$ cat src/hdl/pic_pkg.sv
// pic_pkg: widths, codes, reset values and shared types for the isolation cone sums
// no dependencies; imported by every module of the block

package pic_pkg;

  localparam int SUM_BITS_DEF = 24;
  localparam int NUM_SUMS     = 8;
  localparam int NUM_CLS      = 4;
  localparam int OUT_W        = 24;
  localparam int PT_W         = 16;
  localparam int KT_W         = 24;
  localparam int RAD_W        = 11;
  localparam int DZ_W         = 16;
  localparam int DZ_CUT_W     = 15;
  localparam int ETA_W        = 12;
  localparam int PHI_W        = 11;
  localparam int PDG_W        = 24;
  localparam int PV_W         = 2;
  localparam int DETA_SQ_W    = 24;
  localparam int DPHI_SQ_W    = 21;
  localparam int DR2_W        = 25;
  localparam int RAD_SQ_W     = 2 * RAD_W;
  localparam int Q_DEPTH      = 4;
  localparam int CFG_IDX_W    = 3;
  localparam int CFG_DATA_W   = 24;

  localparam logic [OUT_W-1:0] OUT_MAX = '1;

  localparam logic [PDG_W-1:0] PDG_CHARGED     = 24'd211;
  localparam logic [PDG_W-1:0] PDG_NEUTRAL_HAD = 24'd130;
  localparam logic [PDG_W-1:0] PDG_PHOTON      = 24'd22;
  localparam logic [PV_W-1:0]  PV_LEVEL_MIN    = 2'd1;

  localparam logic [CFG_IDX_W-1:0] REG_ISO_RADIUS = 3'd0;
  localparam logic [CFG_IDX_W-1:0] REG_PV_DZ_CUT  = 3'd1;
  localparam logic [CFG_IDX_W-1:0] REG_MINI_MIN   = 3'd2;
  localparam logic [CFG_IDX_W-1:0] REG_MINI_MAX   = 3'd3;
  localparam logic [CFG_IDX_W-1:0] REG_MINI_KT    = 3'd4;

  localparam logic [RAD_W-1:0]    ISO_RADIUS_RST = 11'd98;
  localparam logic [DZ_CUT_W-1:0] PV_DZ_CUT_RST  = 15'd102;
  localparam logic [RAD_W-1:0]    MINI_MIN_RST   = 11'd16;
  localparam logic [RAD_W-1:0]    MINI_MAX_RST   = 11'd65;
  localparam logic [KT_W-1:0]     MINI_KT_RST    = 24'd204800;

  // class codes double as the sum index within one cone
  typedef enum logic [2:0] {
    CLS_CH   = 3'd0,
    CLS_NH   = 3'd1,
    CLS_PH   = 3'd2,
    CLS_PU   = 3'd3,
    CLS_NONE = 3'd4
  } cls_t;

  typedef enum logic [1:0] {
    BK_RUN,
    BK_DIV,
    BK_FIN
  } bk_state_t;

  typedef struct packed {
    logic [PT_W-1:0]  ref_pt;
    logic [PT_W-1:0]  cand_pt;
    logic [DR2_W-1:0] dr2;
    logic             in_fixed;
    cls_t             cls;
    logic             last;
  } qent_t;

  typedef struct packed {
    logic [RAD_W-1:0] min_radius;
    logic [RAD_W-1:0] max_radius;
    logic [KT_W-1:0]  kt_scale;
  } mini_cfg_t;

  typedef struct packed {
    logic dividing;
    logic pop;
    logic pop_last;
  } bk_stat_t;

endpackage

$ cat src/hdl/pic_front.sv
// pic_front: accepts candidates, classifies them and computes dr2 and the fixed cone test
// depends on pic_pkg; feeds pic_queue

module pic_front (
  input  logic                                 clk,
  input  logic                                 rst_n,
  input  logic                                 in_valid,
  output logic                                 in_ready,
  input  logic signed [pic_pkg::ETA_W-1:0]     in_ref_eta,
  input  logic signed [pic_pkg::PHI_W-1:0]     in_ref_phi,
  input  logic        [pic_pkg::PT_W-1:0]      in_ref_pt,
  input  logic signed [pic_pkg::ETA_W-1:0]     in_cand_eta,
  input  logic signed [pic_pkg::PHI_W-1:0]     in_cand_phi,
  input  logic        [pic_pkg::PT_W-1:0]      in_cand_pt,
  input  logic        [pic_pkg::PDG_W-1:0]     in_cand_abs_pdg,
  input  logic        [pic_pkg::PV_W-1:0]      in_cand_pv_level,
  input  logic signed [pic_pkg::DZ_W-1:0]      in_cand_dz,
  input  logic                                 in_is_self,
  input  logic                                 in_last,
  input  logic        [pic_pkg::RAD_W-1:0]     iso_radius,
  input  logic        [pic_pkg::DZ_CUT_W-1:0]  dz_cut,
  input  logic                                 q_full,
  output logic                                 push,
  output pic_pkg::qent_t                       push_ent
);
  import pic_pkg::*;

  logic                      adv;
  logic signed [ETA_W:0]     deta;
  logic signed [PHI_W-1:0]   dphi;
  logic        [DZ_W-1:0]    adz;
  logic                      from_pv;
  cls_t                      cls;

  logic                      s1_vld_r;
  logic signed [ETA_W:0]     s1_deta_r;
  logic signed [PHI_W-1:0]   s1_dphi_r;
  logic        [PT_W-1:0]    s1_ref_pt_r;
  logic        [PT_W-1:0]    s1_pt_r;
  cls_t                      s1_cls_r;
  logic                      s1_last_r;

  logic signed [2*ETA_W+1:0] deta_prod;
  logic signed [2*PHI_W-1:0] dphi_prod;

  logic                      s2_vld_r;
  logic        [DETA_SQ_W-1:0] s2_deta_sq_r;
  logic        [DPHI_SQ_W-1:0] s2_dphi_sq_r;
  logic        [PT_W-1:0]    s2_ref_pt_r;
  logic        [PT_W-1:0]    s2_pt_r;
  cls_t                      s2_cls_r;
  logic                      s2_last_r;

  logic        [RAD_SQ_W-1:0] rc_sq_r;
  logic        [DR2_W-1:0]   dr2;

  // the whole front holds while its last stage waits on a full queue
  assign adv      = !(s2_vld_r && q_full);
  assign in_ready = adv;

  assign deta = {in_cand_eta[ETA_W-1], in_cand_eta} - {in_ref_eta[ETA_W-1], in_ref_eta};
  assign dphi = in_cand_phi - in_ref_phi;
  assign adz  = in_cand_dz[DZ_W-1] ? DZ_W'(-in_cand_dz) : in_cand_dz;
  assign from_pv = (in_cand_pv_level > PV_LEVEL_MIN) || (adz < DZ_W'(dz_cut));

  always_comb begin
    if (in_is_self) begin
      cls = CLS_NONE;
    end else if (in_cand_abs_pdg == PDG_CHARGED) begin
      cls = from_pv ? CLS_CH : CLS_PU;
    end else if (in_cand_abs_pdg == PDG_NEUTRAL_HAD) begin
      cls = CLS_NH;
    end else if (in_cand_abs_pdg == PDG_PHOTON) begin
      cls = CLS_PH;
    end else begin
      cls = CLS_NONE;
    end
  end

  always_ff @(posedge clk) begin
    if (!rst_n) begin
      s1_vld_r <= 1'b0;
      s2_vld_r <= 1'b0;
    end else if (adv) begin
      s1_vld_r <= in_valid;
      s2_vld_r <= s1_vld_r;
    end
  end

  always_ff @(posedge clk) begin
    if (adv) begin
      s1_deta_r   <= deta;
      s1_dphi_r   <= dphi;
      s1_ref_pt_r <= in_ref_pt;
      s1_pt_r     <= in_cand_pt;
      s1_cls_r    <= cls;
      s1_last_r   <= in_last;
    end
  end

  assign deta_prod = s1_deta_r * s1_deta_r;
  assign dphi_prod = s1_dphi_r * s1_dphi_r;

  always_ff @(posedge clk) begin
    if (adv) begin
      s2_deta_sq_r <= deta_prod[DETA_SQ_W-1:0];
      s2_dphi_sq_r <= dphi_prod[DPHI_SQ_W-1:0];
      s2_ref_pt_r  <= s1_ref_pt_r;
      s2_pt_r      <= s1_pt_r;
      s2_cls_r     <= s1_cls_r;
      s2_last_r    <= s1_last_r;
    end
  end

  always_ff @(posedge clk) begin
    rc_sq_r <= iso_radius * iso_radius;
  end

  assign dr2 = DR2_W'(s2_deta_sq_r) + DR2_W'(s2_dphi_sq_r);

  assign push              = s2_vld_r && !q_full;
  assign push_ent.ref_pt   = s2_ref_pt_r;
  assign push_ent.cand_pt  = s2_pt_r;
  assign push_ent.dr2      = dr2;
  assign push_ent.in_fixed = dr2 < DR2_W'(rc_sq_r);
  assign push_ent.cls      = s2_cls_r;
  assign push_ent.last     = s2_last_r;

endmodule

$ cat src/hdl/pic_queue.sv
// pic_queue: short fifo of classified candidates between front and back
// depends on pic_pkg

module pic_queue (
  input  logic           clk,
  input  logic           rst_n,
  input  logic           push,
  input  pic_pkg::qent_t push_ent,
  output logic           full,
  input  logic           pop,
  output logic           head_vld,
  output pic_pkg::qent_t head
);
  import pic_pkg::*;

  localparam int PTR_W = $clog2(Q_DEPTH);
  localparam int CNT_W = $clog2(Q_DEPTH + 1);

  qent_t              mem_r [Q_DEPTH];
  logic [PTR_W-1:0]   wr_ptr_r;
  logic [PTR_W-1:0]   rd_ptr_r;
  logic [CNT_W-1:0]   cnt_r;
  logic [CNT_W-1:0]   cnt_nxt;

  assign full     = (cnt_r == CNT_W'(Q_DEPTH));
  assign head_vld = (cnt_r != '0);
  assign head     = mem_r[rd_ptr_r];

  always_comb begin
    cnt_nxt = cnt_r;
    if (push && !pop) begin
      cnt_nxt = cnt_r + 1'b1;
    end else if (pop && !push) begin
      cnt_nxt = cnt_r - 1'b1;
    end
  end

  always_ff @(posedge clk) begin
    if (!rst_n) begin
      wr_ptr_r <= '0;
      rd_ptr_r <= '0;
      cnt_r    <= '0;
    end else begin
      cnt_r <= cnt_nxt;
      if (push) begin
        wr_ptr_r <= wr_ptr_r + 1'b1;
      end
      if (pop) begin
        rd_ptr_r <= rd_ptr_r + 1'b1;
      end
    end
  end

  always_ff @(posedge clk) begin
    if (push) begin
      mem_r[wr_ptr_r] <= push_ent;
    end
  end

endmodule

$ cat src/hdl/pic_back.sv
// pic_back: mini cone radius (serial divider with a one-entry cache), saturating sums, result register
// depends on pic_pkg; drains pic_queue

module pic_back #(
  parameter int SUM_BITS = pic_pkg::SUM_BITS_DEF
) (
  input  logic                                            clk,
  input  logic                                            rst_n,
  input  pic_pkg::mini_cfg_t                              mini_cfg,
  input  logic                                            cfg_wr,
  input  logic                                            head_vld,
  input  pic_pkg::qent_t                                  head,
  output logic                                            pop,
  output logic                                            out_valid,
  input  logic                                            out_ready,
  output logic [pic_pkg::NUM_SUMS-1:0][pic_pkg::OUT_W-1:0] out_sums,
  output pic_pkg::bk_stat_t                               stat
);
  import pic_pkg::*;

  localparam int CNT_W = $clog2(KT_W);

  bk_state_t              state_r;
  bk_state_t              state_nxt;

  logic                   hit;
  logic                   out_free;
  logic                   div_load;
  logic                   div_step;
  logic                   fin;

  logic [PT_W-1:0]        cache_pt_r;
  logic                   cache_vld_r;
  logic [RAD_SQ_W-1:0]    mr_sq_r;

  logic [KT_W-1:0]        dvd_r;
  logic [PT_W-1:0]        rem_r;
  logic [CNT_W-1:0]       cnt_r;
  logic [PT_W:0]          sh;
  logic                   ge;

  logic [RAD_W-1:0]       mr_clip;
  logic [RAD_W-1:0]       mr;
  logic [RAD_SQ_W-1:0]    mr_sq;
  logic                   in_mini;

  logic [SUM_BITS-1:0]    sum_r   [NUM_SUMS];
  logic [SUM_BITS-1:0]    sum_nxt [NUM_SUMS];
  logic [NUM_SUMS-1:0][OUT_W-1:0] out_nxt;
  logic [NUM_SUMS-1:0][OUT_W-1:0] out_sums_r;
  logic                   out_vld_r;

  assign hit      = head_vld && cache_vld_r && (cache_pt_r == head.ref_pt);
  assign out_free = !out_vld_r || out_ready;

  always_comb begin
    state_nxt = state_r;
    unique case (state_r)
      BK_RUN: begin
        if (head_vld && !hit) begin
          state_nxt = BK_DIV;
        end
      end
      BK_DIV: begin
        if (cnt_r == '0) begin
          state_nxt = BK_FIN;
        end
      end
      BK_FIN: begin
        state_nxt = BK_RUN;
      end
      default: state_nxt = BK_RUN;
    endcase
  end

  always_comb begin
    div_load = 1'b0;
    div_step = 1'b0;
    fin      = 1'b0;
    pop      = 1'b0;
    unique case (state_r)
      BK_RUN: begin
        div_load = head_vld && !hit;
        pop      = hit && out_free;
      end
      BK_DIV: div_step = 1'b1;
      BK_FIN: fin = 1'b1;
      default: ;
    endcase
  end

  always_ff @(posedge clk) begin
    if (!rst_n) begin
      state_r <= BK_RUN;
    end else begin
      state_r <= state_nxt;
    end
  end

  // restoring division, one quotient bit per cycle; a zero divisor gives all ones
  assign sh = {rem_r, dvd_r[KT_W-1]};
  assign ge = sh >= {1'b0, cache_pt_r};

  always_ff @(posedge clk) begin
    if (div_load) begin
      dvd_r <= mini_cfg.kt_scale;
      rem_r <= '0;
      cnt_r <= CNT_W'(KT_W - 1);
    end else if (div_step) begin
      dvd_r <= {dvd_r[KT_W-2:0], ge};
      rem_r <= ge ? PT_W'(sh - {1'b0, cache_pt_r}) : sh[PT_W-1:0];
      cnt_r <= cnt_r - 1'b1;
    end
  end

  assign mr_clip = (dvd_r < KT_W'(mini_cfg.max_radius)) ? dvd_r[RAD_W-1:0]
                                                        : mini_cfg.max_radius;
  assign mr      = (mr_clip < mini_cfg.min_radius) ? mini_cfg.min_radius : mr_clip;
  assign mr_sq   = mr * mr;

  always_ff @(posedge clk) begin
    if (!rst_n) begin
      cache_vld_r <= 1'b0;
    end else if (cfg_wr || div_load) begin
      cache_vld_r <= 1'b0;
    end else if (fin) begin
      cache_vld_r <= 1'b1;
    end
  end

  always_ff @(posedge clk) begin
    if (div_load) begin
      cache_pt_r <= head.ref_pt;
    end
    if (fin) begin
      mr_sq_r <= mr_sq;
    end
  end

  assign in_mini = head.dr2 < DR2_W'(mr_sq_r);

  for (genvar k = 0; k < NUM_SUMS; k++) begin : g_lane
    localparam int CLS_IDX = k % NUM_CLS;
    logic                en;
    logic [SUM_BITS:0]   add;
    logic [31:0]         wide;

    assign en  = ((k < NUM_CLS) ? head.in_fixed : in_mini) && (head.cls == cls_t'(CLS_IDX));
    assign add = {1'b0, sum_r[k]} + (SUM_BITS + 1)'(head.cand_pt);
    assign sum_nxt[k] = !en ? sum_r[k] : (add[SUM_BITS] ? '1 : add[SUM_BITS-1:0]);
    assign wide = 32'(sum_nxt[k]);
    assign out_nxt[k] = (wide > 32'(OUT_MAX)) ? OUT_MAX : wide[OUT_W-1:0];

    always_ff @(posedge clk) begin
      if (!rst_n) begin
        sum_r[k] <= '0;
      end else if (pop) begin
        sum_r[k] <= head.last ? '0 : sum_nxt[k];
      end
    end
  end

  always_ff @(posedge clk) begin
    if (!rst_n) begin
      out_vld_r <= 1'b0;
    end else if (pop && head.last) begin
      out_vld_r <= 1'b1;
    end else if (out_ready) begin
      out_vld_r <= 1'b0;
    end
  end

  always_ff @(posedge clk) begin
    if (pop && head.last) begin
      out_sums_r <= out_nxt;
    end
  end

  assign out_valid     = out_vld_r;
  assign out_sums      = out_sums_r;
  assign stat.dividing = (state_r == BK_DIV);
  assign stat.pop      = pop;
  assign stat.pop_last = pop && head.last;

endmodule

$ cat src/hdl/particle_isolation_cone_sums.sv
// particle_isolation_cone_sums: top level with configuration registers and assertions
// depends on pic_pkg, pic_front, pic_queue, pic_back
//
// Candidates arrive one per beat on the in_ channel together with the reference track.
// Each one is classified and its squared distance to the track computed in a two-stage
// front, then queued (four entries) for the back, which adds its pt into four fixed-cone
// and four mini-cone saturating sums. The beat flagged in_last makes the eight sums
// appear as one out_ beat, held in an output register, and clears them.
// Throughput: one candidate per cycle while in_ref_pt repeats and out_valid is not stalled.
// The mini radius needs kt/ref_pt, taken by a bit-serial divider; its result is cached
// for the last ref_pt, so each new ref_pt value stalls the back for a detect step, 24
// divide steps and a clamp. A last candidate with a cached radius passes both front
// stages, the queue and the output register before it shows on out_valid. While out_valid
// waits on out_ready the back takes no candidate; the queue and front fill, then in_ready falls.
// cfg_ is always ready; the user must write registers only while idle, unenforced by the block.
// Reset (synchronous, rst_n low): sums zero, registers to defaults, queue and cache empty.

module particle_isolation_cone_sums #(
  parameter int SUM_BITS = pic_pkg::SUM_BITS_DEF
) (
  input  logic                                 clk,
  input  logic                                 rst_n,
  input  logic                                 cfg_valid,
  output logic                                 cfg_ready,
  input  logic        [pic_pkg::CFG_IDX_W-1:0] cfg_index,
  input  logic        [pic_pkg::CFG_DATA_W-1:0] cfg_data,
  input  logic                                 in_valid,
  output logic                                 in_ready,
  input  logic signed [pic_pkg::ETA_W-1:0]     in_ref_eta,
  input  logic signed [pic_pkg::PHI_W-1:0]     in_ref_phi,
  input  logic        [pic_pkg::PT_W-1:0]      in_ref_pt,
  input  logic signed [pic_pkg::ETA_W-1:0]     in_cand_eta,
  input  logic signed [pic_pkg::PHI_W-1:0]     in_cand_phi,
  input  logic        [pic_pkg::PT_W-1:0]      in_cand_pt,
  input  logic        [pic_pkg::PDG_W-1:0]     in_cand_abs_pdg,
  input  logic        [pic_pkg::PV_W-1:0]      in_cand_pv_level,
  input  logic signed [pic_pkg::DZ_W-1:0]      in_cand_dz,
  input  logic                                 in_is_self,
  input  logic                                 in_last,
  output logic                                 out_valid,
  input  logic                                 out_ready,
  output logic        [pic_pkg::OUT_W-1:0]     out_ch_iso,
  output logic        [pic_pkg::OUT_W-1:0]     out_nh_iso,
  output logic        [pic_pkg::OUT_W-1:0]     out_ph_iso,
  output logic        [pic_pkg::OUT_W-1:0]     out_pu_iso,
  output logic        [pic_pkg::OUT_W-1:0]     out_mini_ch_iso,
  output logic        [pic_pkg::OUT_W-1:0]     out_mini_nh_iso,
  output logic        [pic_pkg::OUT_W-1:0]     out_mini_ph_iso,
  output logic        [pic_pkg::OUT_W-1:0]     out_mini_pu_iso
);
  import pic_pkg::*;

  logic [RAD_W-1:0]    iso_radius_r;
  logic [DZ_CUT_W-1:0] dz_cut_r;
  mini_cfg_t           mini_cfg_r;
  logic                cfg_wr;

  logic                q_full;
  logic                push;
  qent_t               push_ent;
  logic                pop;
  logic                head_vld;
  qent_t               head;
  bk_stat_t            bk_stat;
  logic [NUM_SUMS-1:0][OUT_W-1:0] out_sums;

  assign cfg_ready = 1'b1;
  assign cfg_wr    = cfg_valid && cfg_ready;

  always_ff @(posedge clk) begin
    if (!rst_n) begin
      iso_radius_r          <= ISO_RADIUS_RST;
      dz_cut_r              <= PV_DZ_CUT_RST;
      mini_cfg_r.min_radius <= MINI_MIN_RST;
      mini_cfg_r.max_radius <= MINI_MAX_RST;
      mini_cfg_r.kt_scale   <= MINI_KT_RST;
    end else if (cfg_wr) begin
      unique case (cfg_index)
        REG_ISO_RADIUS: iso_radius_r          <= cfg_data[RAD_W-1:0];
        REG_PV_DZ_CUT:  dz_cut_r              <= cfg_data[DZ_CUT_W-1:0];
        REG_MINI_MIN:   mini_cfg_r.min_radius <= cfg_data[RAD_W-1:0];
        REG_MINI_MAX:   mini_cfg_r.max_radius <= cfg_data[RAD_W-1:0];
        REG_MINI_KT:    mini_cfg_r.kt_scale   <= cfg_data[KT_W-1:0];
        default: ;
      endcase
    end
  end

  pic_front u_front (
    .clk              (clk),
    .rst_n            (rst_n),
    .in_valid         (in_valid),
    .in_ready         (in_ready),
    .in_ref_eta       (in_ref_eta),
    .in_ref_phi       (in_ref_phi),
    .in_ref_pt        (in_ref_pt),
    .in_cand_eta      (in_cand_eta),
    .in_cand_phi      (in_cand_phi),
    .in_cand_pt       (in_cand_pt),
    .in_cand_abs_pdg  (in_cand_abs_pdg),
    .in_cand_pv_level (in_cand_pv_level),
    .in_cand_dz       (in_cand_dz),
    .in_is_self       (in_is_self),
    .in_last          (in_last),
    .iso_radius       (iso_radius_r),
    .dz_cut           (dz_cut_r),
    .q_full           (q_full),
    .push             (push),
    .push_ent         (push_ent)
  );

  pic_queue u_queue (
    .clk      (clk),
    .rst_n    (rst_n),
    .push     (push),
    .push_ent (push_ent),
    .full     (q_full),
    .pop      (pop),
    .head_vld (head_vld),
    .head     (head)
  );

  pic_back #(
    .SUM_BITS (SUM_BITS)
  ) u_back (
    .clk       (clk),
    .rst_n     (rst_n),
    .mini_cfg  (mini_cfg_r),
    .cfg_wr    (cfg_wr),
    .head_vld  (head_vld),
    .head      (head),
    .pop       (pop),
    .out_valid (out_valid),
    .out_ready (out_ready),
    .out_sums  (out_sums),
    .stat      (bk_stat)
  );

  assign out_ch_iso      = out_sums[0];
  assign out_nh_iso      = out_sums[1];
  assign out_ph_iso      = out_sums[2];
  assign out_pu_iso      = out_sums[3];
  assign out_mini_ch_iso = out_sums[4];
  assign out_mini_nh_iso = out_sums[5];
  assign out_mini_ph_iso = out_sums[6];
  assign out_mini_pu_iso = out_sums[7];

  // a set may not end while the previous result is still held
  a_no_overwrite: assert property (@(posedge clk) disable iff (!rst_n)
    (out_valid && !out_ready) |-> !bk_stat.pop_last)
    else $error("result register overwritten while stalled");

  // nothing leaves the queue while the radius is being recomputed
  a_no_pop_in_div: assert property (@(posedge clk) disable iff (!rst_n)
    bk_stat.dividing |-> !bk_stat.pop)
    else $error("candidate consumed during division");

  // the front only stalls on a full queue
  a_stall_cause: assert property (@(posedge clk) disable iff (!rst_n)
    !in_ready |-> q_full)
    else $error("front stalled without queue backpressure");

  // a result appears only the cycle after a set's last candidate is consumed
  a_result_source: assert property (@(posedge clk) disable iff (!rst_n)
    $rose(out_valid) |-> $past(bk_stat.pop_last))
    else $error("result without a last candidate");

endmodule
$ cat config.mk
export PLATFORM = sky130hd
export DESIGN_NAME = particle_isolation_cone_sums
export DESIGN_NICKNAME = d
export VERILOG_FILES = /design/src/hdl/pic_pkg.sv /design/src/hdl/pic_front.sv /design/src/hdl/pic_queue.sv /design/src/hdl/pic_back.sv /design/src/hdl/particle_isolation_cone_sums.sv
export SDC_FILE = /design/constraint.sdc
export NUM_CORES = 2
export LEC_CHECK = 0
export ABC_AREA = 0
export BUFFER_PORTS_ARGS = -buffer_cell sky130_fd_sc_hd__buf_2
export CORE_ASPECT_RATIO = 0.6
export CORE_UTILIZATION = 56
export CTS_CLUSTER_DIAMETER = 200
export DETAILED_ROUTE_END_ITERATION = 12
export PLACE_DENSITY = 0.78
export SYNTH_ARGS = -nofsm -noshare
export SYNTH_HDL_FRONTEND = slang
export SYNTH_HIERARCHICAL = 1
export SYNTH_SLANG_ARGS = --single-unit
$ cat constraint.sdc
create_clock -name clk -period 21.5 [get_ports clk]
set_input_delay 1.075 -clock clk [delete_from_list [all_inputs] [get_ports clk]]
set_output_delay 1.075 -clock clk [all_outputs]
set_load 0.03 [all_outputs]
==> run metrics <==
Power per Cell Area=about 170 nW/um^2; total grt overflow=0; TritonCTS Buffers=90; average instance area after synthesis=11.3 um^2; TritonCTS clock tree=done; vias post-DR=about 44000; arrival time reported for the critical path endpoint=about 11 ns; Die Height=about 260 um; CTS Buffer Depth=3; clock tree root buffer cell=clkbuf_16; Pleak=29.5 nW; reg2reg end=u_back/mr_sq_r[21]$_DFFE_PN_; I/O pins=between 300 and 400; final period utilization=50.5%; Synth Cell Area=63600 um^2; violated checks=design-rule violations; number of buffers added to fix hold violations after cts=0; net total in the final layout=6942; element type at the critical path end=register; clock sinks=~960; per-cell via count in the routed design=roughly 6; highest clock frequency the design can meet=~0.092 GHz; number of cells produced by synthesis=~5600; antenna violations before repair=6; Die ar.=~110000 um^2; worst setup slack for register-to-register paths=between 10 and 15 ns; number of pins with negative max-slew slack in the final report=0; total DRC errors in the routed layout=22; core footprint=112000 um^2; run status=complete, but fails checks; post-route design area=69900 um^2; worst-margin pin slew=1.18 ns; clock transition time at the flip-flop clock pins of the worst setup and hold paths=approximately 0.07 ns; critical path start-end classification=register to register; buffer and inverter count on the worst path=6; Setup Total Neg Slack=0 ns; DRT Pass-1 Iters=10; number of gates resized after CTS=0; # Max-Cap Violations=0; Slowest cell on crit path=o41ai_4; signed area change from the synthesized netlist to the final layout=9.96%; insertion delay of the later-clocked pin in the worst-skew pair=0.72 ns; type of the tightest min-delay check=register to register; violation count after the first detailed-route iteration=4017; worst min-delay path startpoint=u_front/s1_pt_r[2]$_DFFE_PN_; net count of the mapped netlist=6630; count of final hold-check violations=0; global-route wire length before repair=241000 um; combined global-route utilization of all metal layers=around a quarter; hold depth=0; Post-DRT Antenna Nets=0; critical path's most frequent cell=fa_1; hold endpoint=u_front/s2_pt_r[2]$_DFFE_PN_; Largest delay share family, worst path=compound AO/OA/AOI/OAI gates; kind of start point of the critical path=register; H-tree levels=3; largest voltage drop on the vdd net=394 uV; Yosys warning total=6; largest fanout on the critical path=17; Fillers=8844; number of placement rows=95; instance area at placement=66800 um^2; dpl hpwl=~110000 um; Clock Skews=0.0362 ns; routability congestion estimate from global placement=0.920; RSZ-0062 raised after global routing=false; FF-to-FF path depth=34; Routed WL=152000 um; number of global-route vias before repair=43300; critical path depth in cells=34; required time at the worst-slack endpoint=21.94 ns; average routed wire per standard cell=20.2 um; final period demand of the worst path=10.87 ns; relative slew slack=21.0%; number of failing setup endpoints in the final timing report=0; layout cells sized above 1=11.5%; Post-CTS Setup Repair Bufs=0; starting density of the core=56.6%; # port buffers=roughly 350; maximum number of pins on one net before global-route repair=148; worst stage delay on the critical path=0.85 ns; startpoint of the worst register-to-register path=u_back/dvd_r[5]$_DFFE_PP_; die width=around 440 um
==> final cells by class <==
class / instances / area, um^2 / area share, %
Tap cell: 1503 / 1880 / 2.69
Antenna cell: 2 / 5.00 / 0.00716
Clock inverter: 63 / 761 / 1.09
Inverter: 691 / 2600 / 3.72
Timing Repair Buffer: 381 / 2010 / 2.88
Multi-Input combinational cell: 3812 / 32700 / 46.8
Sequential cell: 961 / 27600 / 39.5
Clock buffer: 104 / 2340 / 3.34
==> power by group <==
part           switching (mW)  total [mW]  internal, mW
registers               0.113        2.77          2.66
logic                    4.42        7.74          3.32
clock network           0.738        1.70         0.967
total                    5.27        12.2          6.95
==> flip-flops by register name, indices dropped and copies added (netlist names), 5 cells and up, named ones only <==
signal	flops
u_queue/mem_r	248
u_back/out_sums	192
u_back/sum_r	192
mini_cfg_r	46
u_back/dvd_r	24
u_front/s2_deta_sq_r	23
u_back/mr_sq_r	21
u_front/rc_sq_r	21
u_front/s2_dphi_sq_r	20
u_back/cache_pt_r	16
u_back/rem_r	16
u_front/s1_pt_r	16
u_front/s1_ref_pt_r	16
u_front/s2_pt_r	16
u_front/s2_ref_pt_r	16
dz_cut_r	15
u_front/s1_deta_r	13
iso_radius_r	11
u_front/s1_dphi_r	11
u_back/cnt_r	5
==> worst max path at each step <==
stage                                 from                               end  slack (ns)
2_1_floorplan                     register  u_back/sum_r[0][0]$_SDFFCE_PP0P_        5.22
3_3_place_gp     u_back/dvd_r[5]$_DFFE_PP_      u_back/mr_sq_r[21]$_DFFE_PN_       11.01
3_5_place_dp     u_back/dvd_r[5]$_DFFE_PP_      u_back/mr_sq_r[21]$_DFFE_PN_       10.84
4_1_cts          u_back/dvd_r[5]$_DFFE_PP_      u_back/mr_sq_r[21]$_DFFE_PN_       10.75
5_1_grt        mini_cfg_r[29]$_SDFFE_PN0P_      u_back/mr_sq_r[21]$_DFFE_PN_        9.91
6_report         u_back/dvd_r[5]$_DFFE_PP_      u_back/mr_sq_r[21]$_DFFE_PN_       10.63
==> placed cells by master, fill, tap and decap left out, types with 59 or more instances in the layout <==
cell       instances
edfxtp_1         832
a21o_1            75
dfxtp_1          127
and3_1            59
nor3_1            67
buf_2            345
a31oi_1          109
mux2i_1           98
nand3_1           60
o21ai_0          161
clkbuf_16         91
a21oi_1          231
nor2_1           340
inv_1            685
and2_1           254
nand2_1          447
mux4_2            60
nor2b_1           85
fa_1             372
ha_1             479
xor2_1            94
xnor2_1          180
==> through the flow <==
step | hold WS (ns) | instances | utilization, % | power (mW) | setup WS [ns]
after global placement | 0.400 | 7348 | 59.5 | 10.2 | 11.01
after detailed placement | 0.405 | 7348 | 59.5 | 10.5 | 10.84
after global routing | 0.425 | 7517 | 62.3 | 13.4 | 9.91
final | 0.417 | 7517 | 62.3 | 12.2 | 10.63
after floorplan | 0.367 | 5625 | - | 8.66 | 5.22
after CTS | 0.418 | 7515 | 62.3 | 12.3 | 10.75
==> metal layers <==
metal	routed length [um]	global-route usage (%)	part of all wire (%)
met2	64800	38.7	43
met4	3610	6.86	2.4
met3	12300	5.05	8.1
met1	71000	40.6	47
met5	0	0	0
(Power assumes the default switching activity.)
